--- src/assert_macros.svh ---
// Assertion macros shared by the RTL of the I2C master.
`ifndef ASSERT_MACROS_SVH
`define ASSERT_MACROS_SVH

// Same-cycle implication, quiet while reset is held.
`define ASSERT_NOW(lbl, clk, rst_n, ante, cons, msg) \
  lbl: assert property (@(posedge clk) disable iff (!rst_n) (ante) |-> (cons)) \
    else $error(msg);

// Next-cycle implication, quiet while reset is held.
`define ASSERT_NEXT(lbl, clk, rst_n, ante, cons, msg) \
  lbl: assert property (@(posedge clk) disable iff (!rst_n) (ante) |=> (cons)) \
    else $error(msg);

`endif

--- src/i2cm_pkg.sv ---
// ----------------------------------------------------------------------------
// I2C master package
// Bus phases, command codes and the beat layouts shared by the master.
// ----------------------------------------------------------------------------
package i2cm_pkg;

  typedef enum logic [3:0] {
    PH_IDLE     = 4'd0,
    PH_START    = 4'd1,
    PH_DEVW     = 4'd2,
    PH_ACK_DEVW = 4'd3,
    PH_REG      = 4'd4,
    PH_ACK_REG  = 4'd5,
    PH_DATA     = 4'd6,
    PH_ACK_DATA = 4'd7,
    PH_RESTART  = 4'd8,
    PH_DEVR     = 4'd9,
    PH_ACK_DEVR = 4'd10,
    PH_RBIT     = 4'd11,
    PH_MACK     = 4'd12,
    PH_STOP     = 4'd13
  } phase_t;

  localparam logic [1:0] FUNC_TICK  = 2'd0;
  localparam logic [1:0] FUNC_WRITE = 2'd1;
  localparam logic [1:0] FUNC_READ  = 2'd2;

  localparam logic [7:0] ACK_TIMEOUT_RST = 8'd250;

  typedef struct packed {
    logic [1:0] func;
    logic [6:0] dev_addr;
    logic [7:0] reg_addr;
    logic [7:0] byte_count;
    logic [7:0] wdata;
    logic       sda_in;
  } item_t;

  typedef struct packed {
    logic       scl;
    logic       sda_out;
    logic       sda_oe;
    logic       busy_res;
    logic       data_taken;
    logic [7:0] rdata;
    logic       rdata_valid;
    logic       last_byte;
    logic       done_res;
    logic       error;
  } result_t;

endpackage

--- src/i2cm_core.sv ---
// ----------------------------------------------------------------------------
// I2C master tick engine
// Holds the bus sequencer state and works out one bus tick per beat.
// ----------------------------------------------------------------------------
`include "assert_macros.svh"

module i2cm_core (
  input  logic              clk,
  input  logic              rst_n,
  input  logic              fire,
  input  i2cm_pkg::item_t   item,
  input  logic [7:0]        ack_timeout,
  output i2cm_pkg::result_t res
);

  i2cm_pkg::phase_t phase_r, phase_nxt;
  logic [1:0] tick_r, tick_nxt;
  logic [2:0] bit_r, bit_nxt;
  logic [7:0] shift_r, shift_nxt;
  logic [7:0] left_r, left_nxt;
  logic [7:0] polls_r, polls_nxt;
  logic [6:0] dev_r, dev_nxt;
  logic [7:0] reg_r, reg_nxt;
  logic       read_r, read_nxt;
  logic       failed_r, failed_nxt;

  // state as seen by this tick, after a start command is taken
  logic             start_cmd;
  i2cm_pkg::phase_t ph_e;
  logic [1:0]       tick_e;
  logic [2:0]       bit_e;
  logic [7:0]       shift_e;
  logic [7:0]       left_e;
  logic [7:0]       polls_e;
  logic             failed_e;
  logic             latch_wdata;
  logic [7:0]       shift_cur;

  assign start_cmd = (phase_r == i2cm_pkg::PH_IDLE) &&
                     (item.func == i2cm_pkg::FUNC_WRITE || item.func == i2cm_pkg::FUNC_READ);

  always_comb begin
    ph_e     = phase_r;
    tick_e   = tick_r;
    bit_e    = bit_r;
    shift_e  = shift_r;
    left_e   = left_r;
    polls_e  = polls_r;
    failed_e = failed_r;
    dev_nxt  = dev_r;
    reg_nxt  = reg_r;
    read_nxt = read_r;
    if (start_cmd) begin
      ph_e     = i2cm_pkg::PH_START;
      tick_e   = 2'd0;
      bit_e    = 3'd0;
      shift_e  = 8'd0;
      left_e   = item.byte_count;
      polls_e  = 8'd0;
      failed_e = 1'b0;
      dev_nxt  = item.dev_addr;
      reg_nxt  = item.reg_addr;
      read_nxt = (item.func == i2cm_pkg::FUNC_READ);
    end
  end

  assign latch_wdata = (ph_e == i2cm_pkg::PH_DATA) && (bit_e == 3'd0) && (tick_e == 2'd0);
  assign shift_cur   = latch_wdata ? item.wdata : shift_e;

  // next state
  always_comb begin
    phase_nxt  = ph_e;
    tick_nxt   = tick_e;
    bit_nxt    = bit_e;
    shift_nxt  = shift_e;
    left_nxt   = left_e;
    polls_nxt  = polls_e;
    failed_nxt = failed_e;
    unique case (ph_e)
      i2cm_pkg::PH_START, i2cm_pkg::PH_RESTART: begin
        if (tick_e == 2'd3) begin
          tick_nxt  = 2'd0;
          bit_nxt   = 3'd0;
          polls_nxt = 8'd0;
          if (ph_e == i2cm_pkg::PH_START) begin
            phase_nxt = i2cm_pkg::PH_DEVW;
            shift_nxt = {dev_r & {7{~start_cmd}} | dev_nxt & {7{start_cmd}}, 1'b0};
          end else begin
            phase_nxt = i2cm_pkg::PH_DEVR;
            shift_nxt = {dev_r, 1'b1};
          end
        end else begin
          tick_nxt = tick_e + 2'd1;
        end
      end
      i2cm_pkg::PH_DEVW, i2cm_pkg::PH_REG, i2cm_pkg::PH_DATA, i2cm_pkg::PH_DEVR: begin
        shift_nxt = shift_cur;
        if (tick_e >= 2'd2) begin
          shift_nxt = {shift_cur[6:0], 1'b0};
          tick_nxt  = 2'd0;
          if (bit_e == 3'd7) begin
            bit_nxt   = 3'd0;
            polls_nxt = 8'd0;
            unique case (ph_e)
              i2cm_pkg::PH_DEVW: phase_nxt = i2cm_pkg::PH_ACK_DEVW;
              i2cm_pkg::PH_REG:  phase_nxt = i2cm_pkg::PH_ACK_REG;
              i2cm_pkg::PH_DATA: phase_nxt = i2cm_pkg::PH_ACK_DATA;
              default:           phase_nxt = i2cm_pkg::PH_ACK_DEVR;
            endcase
          end else begin
            bit_nxt = bit_e + 3'd1;
          end
        end else begin
          tick_nxt = tick_e + 2'd1;
        end
      end
      i2cm_pkg::PH_ACK_DEVW, i2cm_pkg::PH_ACK_REG, i2cm_pkg::PH_ACK_DATA,
      i2cm_pkg::PH_ACK_DEVR: begin
        priority if (tick_e == 2'd0) begin
          tick_nxt = 2'd1;
        end else if (tick_e == 2'd1) begin
          tick_nxt = 2'd2;
        end else if (!item.sda_in) begin
          // acknowledged: move on to the next part of the transfer
          tick_nxt  = 2'd0;
          bit_nxt   = 3'd0;
          polls_nxt = 8'd0;
          unique case (ph_e)
            i2cm_pkg::PH_ACK_DEVW: begin
              phase_nxt = i2cm_pkg::PH_REG;
              shift_nxt = reg_r;
            end
            i2cm_pkg::PH_ACK_REG: begin
              priority if (read_r)          phase_nxt = i2cm_pkg::PH_RESTART;
              else if (left_e == 8'd0)      phase_nxt = i2cm_pkg::PH_STOP;
              else                          phase_nxt = i2cm_pkg::PH_DATA;
            end
            i2cm_pkg::PH_ACK_DATA: begin
              left_nxt  = left_e - 8'd1;
              phase_nxt = (left_e == 8'd1) ? i2cm_pkg::PH_STOP : i2cm_pkg::PH_DATA;
            end
            default: begin
              if (left_e == 8'd0) begin
                phase_nxt = i2cm_pkg::PH_STOP;
              end else begin
                phase_nxt = i2cm_pkg::PH_RBIT;
                shift_nxt = 8'd0;
              end
            end
          endcase
        end else if (polls_e >= ack_timeout) begin
          failed_nxt = 1'b1;
          phase_nxt  = i2cm_pkg::PH_STOP;
          tick_nxt   = 2'd0;
          bit_nxt    = 3'd0;
          polls_nxt  = 8'd0;
        end else begin
          polls_nxt = polls_e + 8'd1;
        end
      end
      i2cm_pkg::PH_RBIT: begin
        if (tick_e == 2'd0) begin
          tick_nxt = 2'd1;
        end else begin
          shift_nxt = {shift_e[6:0], item.sda_in};
          tick_nxt  = 2'd0;
          if (bit_e == 3'd7) begin
            phase_nxt = i2cm_pkg::PH_MACK;
            bit_nxt   = 3'd0;
            polls_nxt = 8'd0;
          end else begin
            bit_nxt = bit_e + 3'd1;
          end
        end
      end
      i2cm_pkg::PH_MACK: begin
        if (tick_e == 2'd0) begin
          tick_nxt = 2'd1;
        end else begin
          left_nxt  = left_e - 8'd1;
          tick_nxt  = 2'd0;
          bit_nxt   = 3'd0;
          polls_nxt = 8'd0;
          if (left_e == 8'd1) begin
            phase_nxt = i2cm_pkg::PH_STOP;
          end else begin
            phase_nxt = i2cm_pkg::PH_RBIT;
            shift_nxt = 8'd0;
          end
        end
      end
      i2cm_pkg::PH_STOP: begin
        if (tick_e == 2'd3) begin
          phase_nxt = i2cm_pkg::PH_IDLE;
          tick_nxt  = 2'd0;
          bit_nxt   = 3'd0;
          polls_nxt = 8'd0;
        end else begin
          tick_nxt = tick_e + 2'd1;
        end
      end
      default: begin
        // idle, and any code outside the phase list falls back to idle
        phase_nxt = i2cm_pkg::PH_IDLE;
      end
    endcase
  end

  // line levels and flags for this tick
  always_comb begin
    logic scl, sda, oe;
    scl = 1'b1;
    sda = 1'b1;
    oe  = 1'b1;
    res = '0;
    unique case (ph_e)
      i2cm_pkg::PH_START, i2cm_pkg::PH_RESTART: begin
        scl = (tick_e == 2'd0) ? (ph_e == i2cm_pkg::PH_START) : (tick_e != 2'd3);
        sda = (tick_e < 2'd2);
      end
      i2cm_pkg::PH_DEVW, i2cm_pkg::PH_REG, i2cm_pkg::PH_DATA, i2cm_pkg::PH_DEVR: begin
        res.data_taken = latch_wdata;
        scl = (tick_e == 2'd1);
        sda = shift_cur[7];
      end
      i2cm_pkg::PH_ACK_DEVW, i2cm_pkg::PH_ACK_REG, i2cm_pkg::PH_ACK_DATA,
      i2cm_pkg::PH_ACK_DEVR: begin
        if (tick_e != 2'd0) begin
          scl = 1'b1;
          sda = 1'b0;
          oe  = 1'b0;
        end else begin
          scl = 1'b0;
        end
      end
      i2cm_pkg::PH_RBIT: begin
        oe  = 1'b0;
        sda = 1'b0;
        scl = (tick_e != 2'd0);
        if (tick_e != 2'd0 && bit_e == 3'd7) begin
          res.rdata       = {shift_e[6:0], item.sda_in};
          res.rdata_valid = 1'b1;
          res.last_byte   = (left_e == 8'd1);
        end
      end
      i2cm_pkg::PH_MACK: begin
        sda = (left_e == 8'd1);
        scl = (tick_e != 2'd0);
      end
      i2cm_pkg::PH_STOP: begin
        scl          = (tick_e >= 2'd2);
        sda          = (tick_e == 2'd3);
        res.done_res = (tick_e == 2'd3);
        res.error    = (tick_e == 2'd3) && failed_e;
      end
      default: begin
      end
    endcase
    res.scl      = scl;
    res.sda_out  = oe & sda;
    res.sda_oe   = oe;
    res.busy_res = (phase_nxt != i2cm_pkg::PH_IDLE);
  end

  always_ff @(posedge clk) begin
    if (!rst_n) begin
      phase_r  <= i2cm_pkg::PH_IDLE;
      tick_r   <= 2'd0;
      bit_r    <= 3'd0;
      shift_r  <= 8'd0;
      left_r   <= 8'd0;
      polls_r  <= 8'd0;
      dev_r    <= 7'd0;
      reg_r    <= 8'd0;
      read_r   <= 1'b0;
      failed_r <= 1'b0;
    end else if (fire) begin
      phase_r  <= phase_nxt;
      tick_r   <= tick_nxt;
      bit_r    <= bit_nxt;
      shift_r  <= shift_nxt;
      left_r   <= left_nxt;
      polls_r  <= polls_nxt;
      dev_r    <= dev_nxt;
      reg_r    <= reg_nxt;
      read_r   <= read_nxt;
      failed_r <= failed_nxt;
    end
  end

  `ASSERT_NEXT(a_idle_holds, clk, rst_n, fire && phase_r == i2cm_pkg::PH_IDLE && item.func != i2cm_pkg::FUNC_WRITE && item.func != i2cm_pkg::FUNC_READ, phase_r == i2cm_pkg::PH_IDLE, "idle left without a start command")
  `ASSERT_NOW(a_ack_tick, clk, rst_n, phase_r == i2cm_pkg::PH_ACK_DEVW || phase_r == i2cm_pkg::PH_ACK_REG || phase_r == i2cm_pkg::PH_ACK_DATA || phase_r == i2cm_pkg::PH_ACK_DEVR, tick_r != 2'd3, "acknowledge wait tick out of range")
  `ASSERT_NEXT(a_done_idle, clk, rst_n, fire && res.done_res, phase_r == i2cm_pkg::PH_IDLE && !$past(res.busy_res), "done without return to idle")

endmodule

--- src/i2c_master_burst_read_write.sv ---
// ----------------------------------------------------------------------------
// I2C master, register burst write and burst read
// Stream-driven I2C master: every input beat is one bus tick.
// ----------------------------------------------------------------------------
// Each input beat is one bus tick and yields exactly one output beat with the
// SCL/SDA levels and status flags for that tick. The block takes one beat per
// clock while the output is not stalled; a beat accepted at one clock edge is
// presented on the output from the next edge on unless the output is stalled
// (input register, then result register). Send as sda_in the SDA level seen on
// the tick that carries it; read bits and acknowledge polls are taken on the
// ticks that drive SCL high.
// The ack timeout register may only be written while no transfer is running.
`include "assert_macros.svh"

module i2c_master_burst_read_write (
  input  logic        clk,
  input  logic        rst_n,
  // func
  input  logic [1:0]  in_tuser,
  // dev_addr[6:0], reg_addr[14:7], byte_count[22:15], wdata[30:23], sda_in[31]
  input  logic [31:0] in_tdata,
  input  logic        in_tvalid,
  output logic        in_tready,
  // scl[0], sda_out[1], sda_oe[2], busy_res[3], data_taken[4], rdata[12:5],
  // rdata_valid[13], done_res[14], error[15]
  output logic [15:0] out_tdata,
  output logic        out_tlast,
  output logic        out_tvalid,
  input  logic        out_tready,
  input  logic [7:0]  cfg_wdata,
  input  logic        cfg_valid,
  output logic        cfg_ready
);

  logic              in_v_r;
  i2cm_pkg::item_t   in_item_r;
  logic              out_v_r;
  i2cm_pkg::result_t out_res_r;
  i2cm_pkg::result_t res;
  logic [7:0]        ack_timeout_r;
  logic              fire;

  assign fire      = in_v_r && (!out_v_r || out_tready);
  assign in_tready = !in_v_r || fire;
  assign cfg_ready = 1'b1;

  always_ff @(posedge clk) begin
    if (!rst_n) begin
      ack_timeout_r <= i2cm_pkg::ACK_TIMEOUT_RST;
    end else if (cfg_valid) begin
      ack_timeout_r <= cfg_wdata;
    end
  end

  // input stage
  always_ff @(posedge clk) begin
    if (!rst_n) begin
      in_v_r <= 1'b0;
    end else if (in_tready) begin
      in_v_r <= in_tvalid;
    end
  end

  always_ff @(posedge clk) begin
    if (in_tvalid && in_tready) begin
      in_item_r.func       <= in_tuser;
      in_item_r.dev_addr   <= in_tdata[6:0];
      in_item_r.reg_addr   <= in_tdata[14:7];
      in_item_r.byte_count <= in_tdata[22:15];
      in_item_r.wdata      <= in_tdata[30:23];
      in_item_r.sda_in     <= in_tdata[31];
    end
  end

  i2cm_core u_core (
    .clk         (clk),
    .rst_n       (rst_n),
    .fire        (fire),
    .item        (in_item_r),
    .ack_timeout (ack_timeout_r),
    .res         (res)
  );

  // result stage: hold while the consumer stalls
  always_ff @(posedge clk) begin
    if (!rst_n) begin
      out_v_r <= 1'b0;
    end else if (!out_v_r || out_tready) begin
      out_v_r <= in_v_r;
    end
  end

  always_ff @(posedge clk) begin
    if (fire) begin
      out_res_r <= res;
    end
  end

  assign out_tvalid = out_v_r;
  assign out_tlast  = out_res_r.last_byte;
  assign out_tdata  = {out_res_r.error, out_res_r.done_res, out_res_r.rdata_valid,
                       out_res_r.rdata, out_res_r.data_taken, out_res_r.busy_res,
                       out_res_r.sda_oe, out_res_r.sda_out, out_res_r.scl};

endmodule

--- config.mk ---
export PLATFORM = sky130hd
export DESIGN_NAME = i2c_master_burst_read_write
export DESIGN_NICKNAME = d
export VERILOG_FILES = /design/src/i2cm_pkg.sv /design/src/i2cm_core.sv /design/src/i2c_master_burst_read_write.sv
export VERILOG_INCLUDE_DIRS = /design/src /design/src/src
export SDC_FILE = /design/constraint.sdc
export NUM_CORES = 1
export LEC_CHECK = 0
export ABC_AREA = 1
export BUFFER_PORTS_ARGS = -buffer_cell sky130_fd_sc_hd__buf_2
export CORE_ASPECT_RATIO = 0.5
export CORE_MARGIN = 1
export CORE_UTILIZATION = 50
export CTS_CLUSTER_DIAMETER = 150
export CTS_CLUSTER_SIZE = 30
export DETAILED_ROUTE_END_ITERATION = 7
export PLACE_DENSITY = 0.79
export SLEW_MARGIN = 0
export SYNTH_ARGS = -nofsm -noshare
export SYNTH_HDL_FRONTEND = slang
export SYNTH_SLANG_ARGS = --single-unit
--- constraint.sdc ---
create_clock -name clk -period 7.1 [get_ports clk]
set_input_delay 0.71 -clock clk [delete_from_list [all_inputs] [get_ports clk]]
set_output_delay 0.71 -clock clk [all_outputs]
set_load 0.02 [all_outputs]
==> metrics.md, run 1 <==
| Metric | Value |
|---|---|
| Crit. End Element | flip-flop |
| Post-synthesis compound-gate area fraction | 0.166 |
| Antenna-violating nets left | 0 |
| Resize count post-CTS | 0 |
| Final Setup Violations | 0 |
| Fraction of the mapped netlist area in adder cells | 0.0377 |
| Postcts setup bufs | 0 |
| Via/cell ratio | between 5 and 6 |
| CTS tree | built |
| Internal power | between 1 and 1.5 mW |
| Final WL | roughly 17 mm |
| Layout cell share with drive strength beyond 1 | 0.142 |
| Fin Setup TNS | 0 ps |
| Syn. warnings | 0 |
| CP Class | flip-flop to flip-flop |
| Grt ovf | 0 |
| Slew margin rel. | 0.304 |
| Ys async rst share | 0 |
| RR Endpoint | u_core.left_r[4] |
| Combinational Power Share | 0.230 |
| Initial Util | 0.518 |
| Number of flops mapped to enable cells by yosys | 51 |
| Max-cap violations | 0 |
| Fin crit period | between 4000 and 5000 ps |
| Hold EP | u_core.left_r[0] |
| Routability cong. | ~0.93 |
| Clock slew at reported path FFs | about 70 ps |
| Post-DP HPWL | approximately 12 mm |
| Final Power | ~1.6 mW |
| Switch share | 0.326 |
| Cells after DPL | about 1100 |
| Inserted Diodes | 0 |
| Clock share of power | 0.314 |
| Htree depth | 3 |
| Yosys reg bits | 111 |
| Residual DRC | 0 |
| Ports | between 60 and 70 |
| Worst Path Required | 7340 ps |
| Commonest non-fill, non-tap cell in the layout | nand2_1 |
| Net Sw Power | 0.523 mW |
| Hold Crit Depth | 2 |
| Cell area after synthesis | between 6000 and 7000 µm² |
| Via count | 6181 |
| Min-delay src | u_core.left_r[0] |
| Fmax | between 0.2 and 0.25 GHz |
| Worst Skew | between 7 and 8 ps |
| Gate Count Post-Synth | around 900 |
| 1st-iter DRT viols | 660 |
| PwrDens | around 220 nW/µm² |
| Peak VDD IR | 0.131 mV |
| Worst reg2reg path depth | 12 |
| Xor and xnor area share after synthesis | 0.00396 |
| Drt first pass iters | 7 |
| Post-DR wirelength/cell | roughly 16 µm |
| Slew @ Worst Pin | 1040 ps |
| Commonest cells after routing, fill and taps aside | nand2_1 (209), inv_1 (106), nor2_1 (90) |
| Post-route core utilization | 0.573 |
| Distinct cells, synth | between 40 and 50 |
| Core area | between 10000 and 15000 µm² |
| Synth Area per Inst | about 7.4 µm² |
| Worst hold path type | flip-flop to flip-flop |
| Sink Count | 111 |
| Initial antenna violation count | 0 |
| Full die area | around 14000 µm² |
| Clk root buf | clkbuf_16 |
| FP Rows | 29 |
| FF-to-FF setup slack | roughly 2900 ps |
| Period utilization | 0.598 |
| DIE WIDTH | ~160 µm |
| Nets@finish | just over 1000 |
| Die Height | 83.4 µm |
| Buffer levels on the longest clock path | 2 |
| Crit start category | flip-flop |
| Final Hold Viols | 0 |
| Hold_buf cts | 0 |
| RSZ-0062 raised after global routing | false |
| Main flop type after synthesis | dfxtp_1 |
| Mux contribution to synthesized area | 0.00453 |
| Seq/Total Area, Yosys | 0.412 |
| Crit-path max FO | between 40 and 50 |
| Global-route wire length before repair | approximately 28 mm |
| Post-route insts no fill | between 1000 and 1500 |
| All-Layer GR Usage | 0.263 |
| Fill cells | 1219 |
| Reg-to-Reg Start | in_item_r[33] |
| Largest family of logic cells by synthesized area | simple AND/OR/NAND/NOR gates |
| Buffers on Ports | 65 |
| Syn_nets | 968 |
| Static leakage | 3.57 nW |
| Sequential Power Share | 0.455 |
| Worst EP arrival | 4490 ps |
| Worst-skew pair later-pin latency | 350 ps |
| Pins Over Slew Limit | 0 |
| Synth Area in Simple Gates | 0.285 |
| CTS buffer count | 9 |
| Largest net degree at the start of global routing | 47 |
| Synthesis-to-finish area growth | 10.6% |
| Vias in the first global route | 5725 |
| Status | complete, no violations |
## power groups by stage
| stage | Clock [mW] | Sequential (mW) | Combinational (mW) |
|---|---|---|---|
| after floorplan | 0 | 0.744 | 0.270 |
| after global placement | 0 | 0.742 | 0.355 |
| after detailed placement | 0 | 0.744 | 0.361 |
| after CTS | 0.510 | 0.729 | 0.364 |
| after global routing | 0.537 | 0.734 | 0.411 |
| final | 0.504 | 0.730 | 0.369 |
## synth_stat cells (9+ instances only)
cell type	count	area, µm²
nor3_1	9	45.0
a21oi_1	74	370
o21ai_0	76	380
nand4_1	9	56.3
inv_2	9	33.8
ha_1	20	250
nor2_1	90	338
nand2_2	13	81.3
dfxtp_1	60	1200
inv_1	106	398
edfxtp_1	51	1530
nand2_1	209	785
clkbuf_1	19	71.3
nand3_1	55	275
## cell type report
type | count | area [µm²] | area share
Inverter | 118 | 443 | 0.0604
Multi-Input combinational cell | 641 | 3300 | 0.450
Clock buffer | 11 | 254 | 0.0346
Sequential cell | 111 | 2730 | 0.372
Tap cell | 170 | 213 | 0.0290
Clock inverter | 5 | 38.8 | 0.00529
Timing Repair Buffer | 69 | 355 | 0.0484
## stage by stage
| stage | area, µm² | setup slack (ps) | hold WS, ps |
|---|---|---|---|
| after global routing | 7340 | 2470 | 487 |
| after detailed placement | 7040 | 2910 | 457 |
| after floorplan | 6630 | 4070 | 436 |
| after CTS | 7340 | 2900 | 470 |
| final | 7340 | 2850 | 470 |
| after global placement | 7040 | 3110 | 452 |
## metal layers
metal	track usage	share of wire	up-vias
met1	0.362	0.46	2830
met5	0	0	-
li1	-	-	3083
met3	0.0504	0.068	33
met4	0.0767	0.016	0
met2	0.416	0.45	235
## worst max path at each step
stage	slack, ps	start	cells past startpoint	end
after floorplan	4070	in_item_r[33]	18	u_core.shift_r[5]
after global placement	3110	in_item_r[33]	12	u_core.left_r[4]
after detailed placement	2910	in_item_r[33]	12	u_core.left_r[4]
after CTS	2900	in_item_r[33]	12	u_core.left_r[4]
after global routing	2470	in_item_r[33]	12	u_core.left_r[4]
final	2850	in_item_r[33]	12	u_core.left_r[4]
## kinds of logic (layout without fill, tap and decap cells)
| kind of cell | after synthesis | count (layout) |
|---|---|---|
| buf+inv | 149 | 203 |
| other cells | 1 | 1 |
| flops | 111 | 111 |
| mux | 3 | 3 |
| fa+ha+maj | 20 | 20 |
| simple gates | 415 | 415 |
| compound gates | 199 | 199 |
| xor+xnor | 3 | 3 |
## flip-flops by register name, indices dropped and copies added, names as in the netlist, 2 cells and up
signal	cells
u_core.reg_r	8
u_core.phase_r	4
ack_timeout_r	8
u_core.bit_r	3
u_core.left_r	8
u_core.shift_r	8
u_core.polls_r	8
in_item_r	34
out_tdata	16
u_core.dev_r	7
u_core.tick_r	2
## critical path: stages (launching register included)
cell      delay, ps
edfxtp_1        390
ha_1            290
inv_1            70
nand3_4         500
nand2_2         390
ha_1            570
nor2_1          690
nand2_1         220
o21ai_2         430
inv_2           120
o21ai_0         230
nor2_1           70
a211oi_1        170
Power figures use the tool's default switching activity.
==> run 2: changes to the inputs <==
- ABC_AREA: 1 -> 0
- PLACE_DENSITY: 0.79 -> 0.82
- clock period: 7.1 -> 3.8 ns (I/O delays scaled with it)
==> run 2 against run 1 <==
Net effect: global-route usage up 3.3 points; area after synthesis fell by 1.2%; hold slack worse by 280 ps; via count up 3.0%; clock power grew 87%; sequential share of layout area is 0.37 points lower; critical endpoint is now u_core.shift_r[4]; cell area grew 1.0%; count of clock-buffer cells in the layout fell by 1.
==> metrics.md, run 2 <==
| Metric | Value |
|---|---|
| Fin Setup TNS | 0 ps |
| Die Height | 82.9 µm |
| Final Power | 2.82 mW |
| Core area | ~13000 µm² |
| Antenna-violating nets left | 0 |
| Final Hold Viols | 0 |
| Postcts setup bufs | 0 |
| Period utilization | 0.956 |
| Worst Skew | 7.50 ps |
| Commonest non-fill, non-tap cell in the layout | nand2_1 |
| Number of flops mapped to enable cells by yosys | 51 |
| Clock slew at reported path FFs | roughly 80 ps |
| Ports | 67 |
| Sink Count | around 110 |
| Peak VDD IR | around 0.24 mV |
| PwrDens | 380 nW/µm² |
| Buffers on Ports | 65 |
| 1st-iter DRT viols | 838 |
| Max-cap violations | 0 |
| Full die area | 13600 µm² |
| Routability cong. | 0.953 |
| Gate Count Post-Synth | roughly 750 |
| Max reg flops | 34 |
| Worst Path Required | just over 4000 ps |
| Largest register by flop count | in_item_r |
| Yosys reg bits | roughly 110 |
| RSZ-0062 raised after global routing | false |
| Post-route core utilization | 0.582 |
| Worst hold path type | input pin to flip-flop |
| Commonest cells post-synth | nand2_1 (84), a21oi_1 (65), dfxtp_1 (60), edfxtp_1 (51), o21ai_0 (51) |
| Syn_nets | 820 |
| Worst reg2reg path depth | 8 |
| Crit. End Element | flip-flop |
| Vias in the first global route | slightly below 6000 |
| Final Setup Violations | 0 |
| FP Rows | 29 |
| Clk root buf | clkbuf_16 |
| Final WL | roughly 20 mm |
| Fill cells | between 1000 and 1500 |
| Buffer levels on the longest clock path | 2 |
| Post-DR wirelength/cell | 19.9 µm |
| Commonest cells after routing, fill and taps aside | nand2_1 (84), a21oi_1 (65), buf_2 (65) |
| Hold_buf cts | 0 |
| Ys async rst share | 0 |
| Slew @ Worst Pin | approximately 1100 ps |
| Post-DP HPWL | 13.7 mm |
| Min-delay src | in_tdata[13] |
| Reg area | ~2700 µm² |
| Cell area after synthesis | around 6500 µm² |
| Crit-path max FO | 14 |
| Layout cell share with drive strength beyond 1 | 0.167 |
| Residual DRC | 0 |
| Multi-input logic area | ~3500 µm² |
| Worst-skew pair later-pin latency | between 300 and 400 ps |
| Slew margin rel. | 0.293 |
| Reg-to-Reg Start | u_core.phase_r[3] |
| Grt ovf | 0 |
| All-Layer GR Usage | 0.295 |
| Synthesis-to-finish area growth | 13.2% |
| Initial antenna violation count | 0 |
| Worst EP arrival | between 3000 and 4000 ps |
| Hold EP | in_item_r[23] |
| Pins Over Slew Limit | 0 |
| Via/cell ratio | roughly 6.5 |
| Syn. warnings | 0 |
| Main flop type after synthesis | dfxtp_1 |
| Largest cells by area after synthesis | edfxtp_1 (23%), dfxtp_1 (18%), a21oi_1 (5.0%), nand2_1 (4.8%), o21ai_0 (3.9%) |
| CTS buffer count | 9 |
| Yosys top cell by area | edfxtp_1 |
| Distinct cells, synth | 79 |
| Worst hold margin | between 150 and 200 ps |
| CTS tree | built |
| Global-route wire length before repair | approximately 31 mm |
| Seq/Total Area, Yosys | 0.417 |
| Fmax | ~0.28 GHz |
| FF-to-FF setup slack | between 150 and 200 ps |
| Fin crit period | ~3600 ps |
| Crit start category | flip-flop |
| Top-area cell type share of the netlist area | 0.234 |
| DIE WIDTH | around 160 µm |
| Static leakage | ~2.8 nW |
| CP Class | flip-flop to flip-flop |
| Drt first pass iters | 5 |
| Resize count post-CTS | 0 |
| Status | complete, no violations |
| Nets@finish | roughly 880 |
| RR Endpoint | u_core.shift_r[4] |
| Synth Area per Inst | 8.70 µm² |
| Most common cell in the synthesized netlist | nand2_1 |
| Inserted Diodes | 0 |
| Initial Util | 0.514 |
| Via count | between 6000 and 7000 |
| Hold Crit Depth | 1 |
| Largest net degree at the start of global routing | 39 |
| Htree depth | 3 |
run 2: cell types whose count changed after synthesis, sizes merged, moves of 11 or more:
cell | before | now
nand2 | 225 | 84
inv | 115 | 34
nor2 | 102 | 49
nand3 | 62 | 26
o21ai | 88 | 56
clkbuf | 19 | 37
and3 | 0 | 15
mux2i | 3 | 14
nor2b | 0 | 11
run 2: cell families after synthesis:
logic type / share of synthesized area
and+or+nand+nor: 0.215
AOI/OAI and AO/OA: 0.246
DFF: 0.417
buffers and inverters: 0.0541
adders and majority gates: 0.0382
muxes: 0.0266
xor gates and xnor gates: 0.00268
other: 0.000573
run 2: routing by layer:
| layer | vias up | GRT usage | share of wire |
|---|---|---|---|
| li1 | 2945 | - | - |
| met1 | 2991 | 0.426 | 0.45 |
| met2 | 394 | 0.437 | 0.43 |
| met3 | 34 | 0.0764 | 0.11 |
| met4 | 0 | 0.0758 | 0.014 |
| met5 | - | 0 | 0 |
run 2: worst max-delay path, stage by stage (launching register included):
cell and delay, ps:
dfxtp_1 350, or4_4 680, nor2_1 500, mux2i_1 450, ha_1 230, a21boi_1 430, o21ai_0 330, and4bb_1 370
a211oi_1 200
run 2: cell type report:
type                    count  area share
multi-input cells         552       0.467
flip-flops and latches    111       0.369
repair buffers             98      0.0773
clock buffers              10      0.0309
well taps                 170      0.0287
inverters                  37      0.0187
clock inverters             6     0.00844
run 2: worst max-delay path by stage:
stage / slack (ps) / depth (start not counted) / startpoint / to
floorplan: 100 / 14 / in_item_r[33] / u_core.polls_r[5]
global placement: 450 / 10 / u_core.phase_r[3] / u_core.shift_r[7]
detailed placement: 390 / 10 / u_core.phase_r[3] / u_core.shift_r[6]
CTS: 320 / 8 / u_core.phase_r[3] / u_core.shift_r[6]
global route: 10 / 13 / in_item_r[33] / u_core.shift_r[2]
finish: 170 / 8 / u_core.phase_r[3] / u_core.shift_r[4]
run 2: power by group:
group | leakage, nW | switching [mW] | internal (mW) | total (mW)
sequential | 0.984 | 0.0481 | 1.31 | 1.36
clock | 0.142 | 0.477 | 0.464 | 0.941
combinational | 1.68 | 0.335 | 0.182 | 0.516
total | 2.80 | 0.860 | 1.96 | 2.82
run 2: per-stage QoR:
step                      instances  setup WS, ps  cell area, µm²
after floorplan                 753           105            6550
after global placement          968           452            7120
after detailed placement        968           390            7120
after CTS                       984           317            7410
after global routing            984          11.1            7410
final                           984           166            7410
==> run 3: changes to the inputs <==
- BUFFER_PORTS_ARGS: -buffer_cell sky130_fd_sc_hd__buf_2 -> -buffer_cell sky130_fd_sc_hd__buf_4
==> run 3 against run 2 <==
Net effect: first-iteration DRC count is 20% lower; hold slack worse by 3.8 ps; die area stayed put; cell area is 3.3% higher; largest cell class unchanged; largest power group unchanged; highest routed layer is now met5.
==> metrics.md, run 3 (synthesis gave the netlist of run 2 again) <==
| Metric | Value |
|---|---|
| Status | complete, no violations |
| Fmax | a little under 0.3 GHz |
| Antenna-violating nets left | 0 |
| Max-cap violations | 0 |
| Final Setup Violations | 0 |
| Slew margin rel. | 0.370 |
| Sink Count | roughly 110 |
| Period utilization | 0.908 |
| Fin crit period | about 3400 ps |
| Initial Util | 0.514 |
| Global-route wire length before repair | between 30 and 40 mm |
| DIE WIDTH | 164 µm |
| Postcts setup bufs | 0 |
| Vias in the first global route | just under 6000 |
| Fin Setup TNS | 0 ps |
| Worst hold margin | roughly 190 ps |
| Peak VDD IR | 0.313 mV |
| Worst EP arrival | about 3700 ps |
| Commonest non-fill, non-tap cell in the layout | buf_4 |
| CTS buffer count | 9 |
| All-Layer GR Usage | 0.300 |
| Static leakage | 2.91 nW |
| Slew @ Worst Pin | just over 900 ps |
| Full die area | between 10000 and 15000 µm² |
| Inserted Diodes | 0 |
| Worst hold path type | input pin to flip-flop |
| Placed Area | roughly 7300 µm² |
| PwrDens | around 380 nW/µm² |
| Core area | 12700 µm² |
| Initial antenna violation count | 1 |
| Crit. End Element | flip-flop |
| Residual DRC | 0 |
| 1st-iter DRT viols | 670 |
| Buffer levels on the longest clock path | 2 |
| Commonest cells after routing, fill and taps aside | buf_4 (106), nand2_1 (84), a21oi_1 (65) |
| RSZ-0062 raised after global routing | false |
| CP Class | flip-flop to flip-flop |
| CTS tree | built |
| Resize count post-CTS | 0 |
| Final WL | ~20 mm |
| Die Height | 82.9 µm |
| Final Hold Viols | 0 |
| Drt first pass iters | 7 |
| Reg area | around 2700 µm² |
| Grt ovf | 0 |
| Ports | 67 |
| Largest net degree at the start of global routing | 35 |
| Nets@finish | about 900 |
| Hold_buf cts | 0 |
| Multi-input logic area | 3460 µm² |
| Final instance area | 7650 µm² |
| Layout cell share with drive strength beyond 1 | 0.176 |
| Via count | 6428 |
| Crit start category | flip-flop |
| FP Rows | 29 |
| Via/cell ratio | roughly 6.5 |
| Buffers on Ports | 65 |
| Clk root buf | clkbuf_16 |
| Post-DR wirelength/cell | 20.0 µm |
| Synthesis-to-finish area growth | 16.9% |
| Max reg flops | 34 |
| Worst Skew | a little under 9 ps |
| Routability cong. | 0.981 |
| Worst-skew pair later-pin latency | 360 ps |
| Htree depth | 3 |
| Crit-path max FO | 14 |
| Clock slew at reported path FFs | roughly 80 ps |
| Pins Over Slew Limit | 0 |
| Worst Path Required | ~4100 ps |
| Post-DP HPWL | 14.2 mm |
| Fill cells | around 1100 |
| Largest register by flop count | in_item_r |
[run 3: cell types whose count changed in the layout (fill, tap and decap cells not counted)]
cell      previous run  this run
inv_8                1         2
buf_2               65         0
clkinv_8             1         2
clkinv_4             2         0
inv_6                2         1
inv_12               0         1
clkbuf_1             1         0
buf_4               33       106
clkinv_2             0         1
[run 3: path summary, 6_finish.rpt]
check                    start                 to  slack, ps  cells after the start
max          u_core.phase_r[1]  u_core.shift_r[6]        350                     10
min                in_tdata[9]      in_item_r[19]        190                      1
max reg2reg  u_core.phase_r[1]  u_core.shift_r[6]        350                     10
min reg2reg    u_core.dev_r[1]    u_core.dev_r[1]        460                      2
[run 3: area by class of cell]
| cell class | instances | area share |
|---|---|---|
| clock buffer | 9 | 0.0294 |
| tap | 170 | 0.0278 |
| multi-input combinational | 552 | 0.452 |
| sequential | 111 | 0.357 |
| inverter | 37 | 0.0181 |
| clock inverter | 7 | 0.0111 |
| timing repair buffer | 106 | 0.104 |
[run 3: through the flow]
stage,util,cells,power [mW],setup slack [ps]
floorplan,-,753,1.70,105
global placement,0.576,976,1.90,487
detailed placement,0.576,976,1.91,440
CTS,0.601,992,2.88,405
global route,0.601,992,2.99,128
finish,0.601,992,2.88,350
[run 3: metal layers]
layer / GRT usage / vias to the layer above / share of wire
met2: 0.440 / 400 / 0.43
met1: 0.438 / 3027 / 0.43
met5: 0 / - / 0.0011
li1: - / 2961 / -
met3: 0.0734 / 38 / 0.12
met4: 0.0808 / 2 / 0.015
[run 3: where the power goes]
part           internal [mW]  switching [mW]
clock network          0.477           0.507
registers               1.31          0.0508
logic                  0.205           0.335
total                   1.99           0.893
[run 3: worst max-delay path: stages (launching register included)]
cell	delay, ps
dfxtp_1	430
or4_4	670
nor2_1	190
buf_4	180
mux2i_1	380
ha_1	220
inv_1	50
a211oi_1	390
or3_1	360
and4bb_1	290
a211oi_1	200
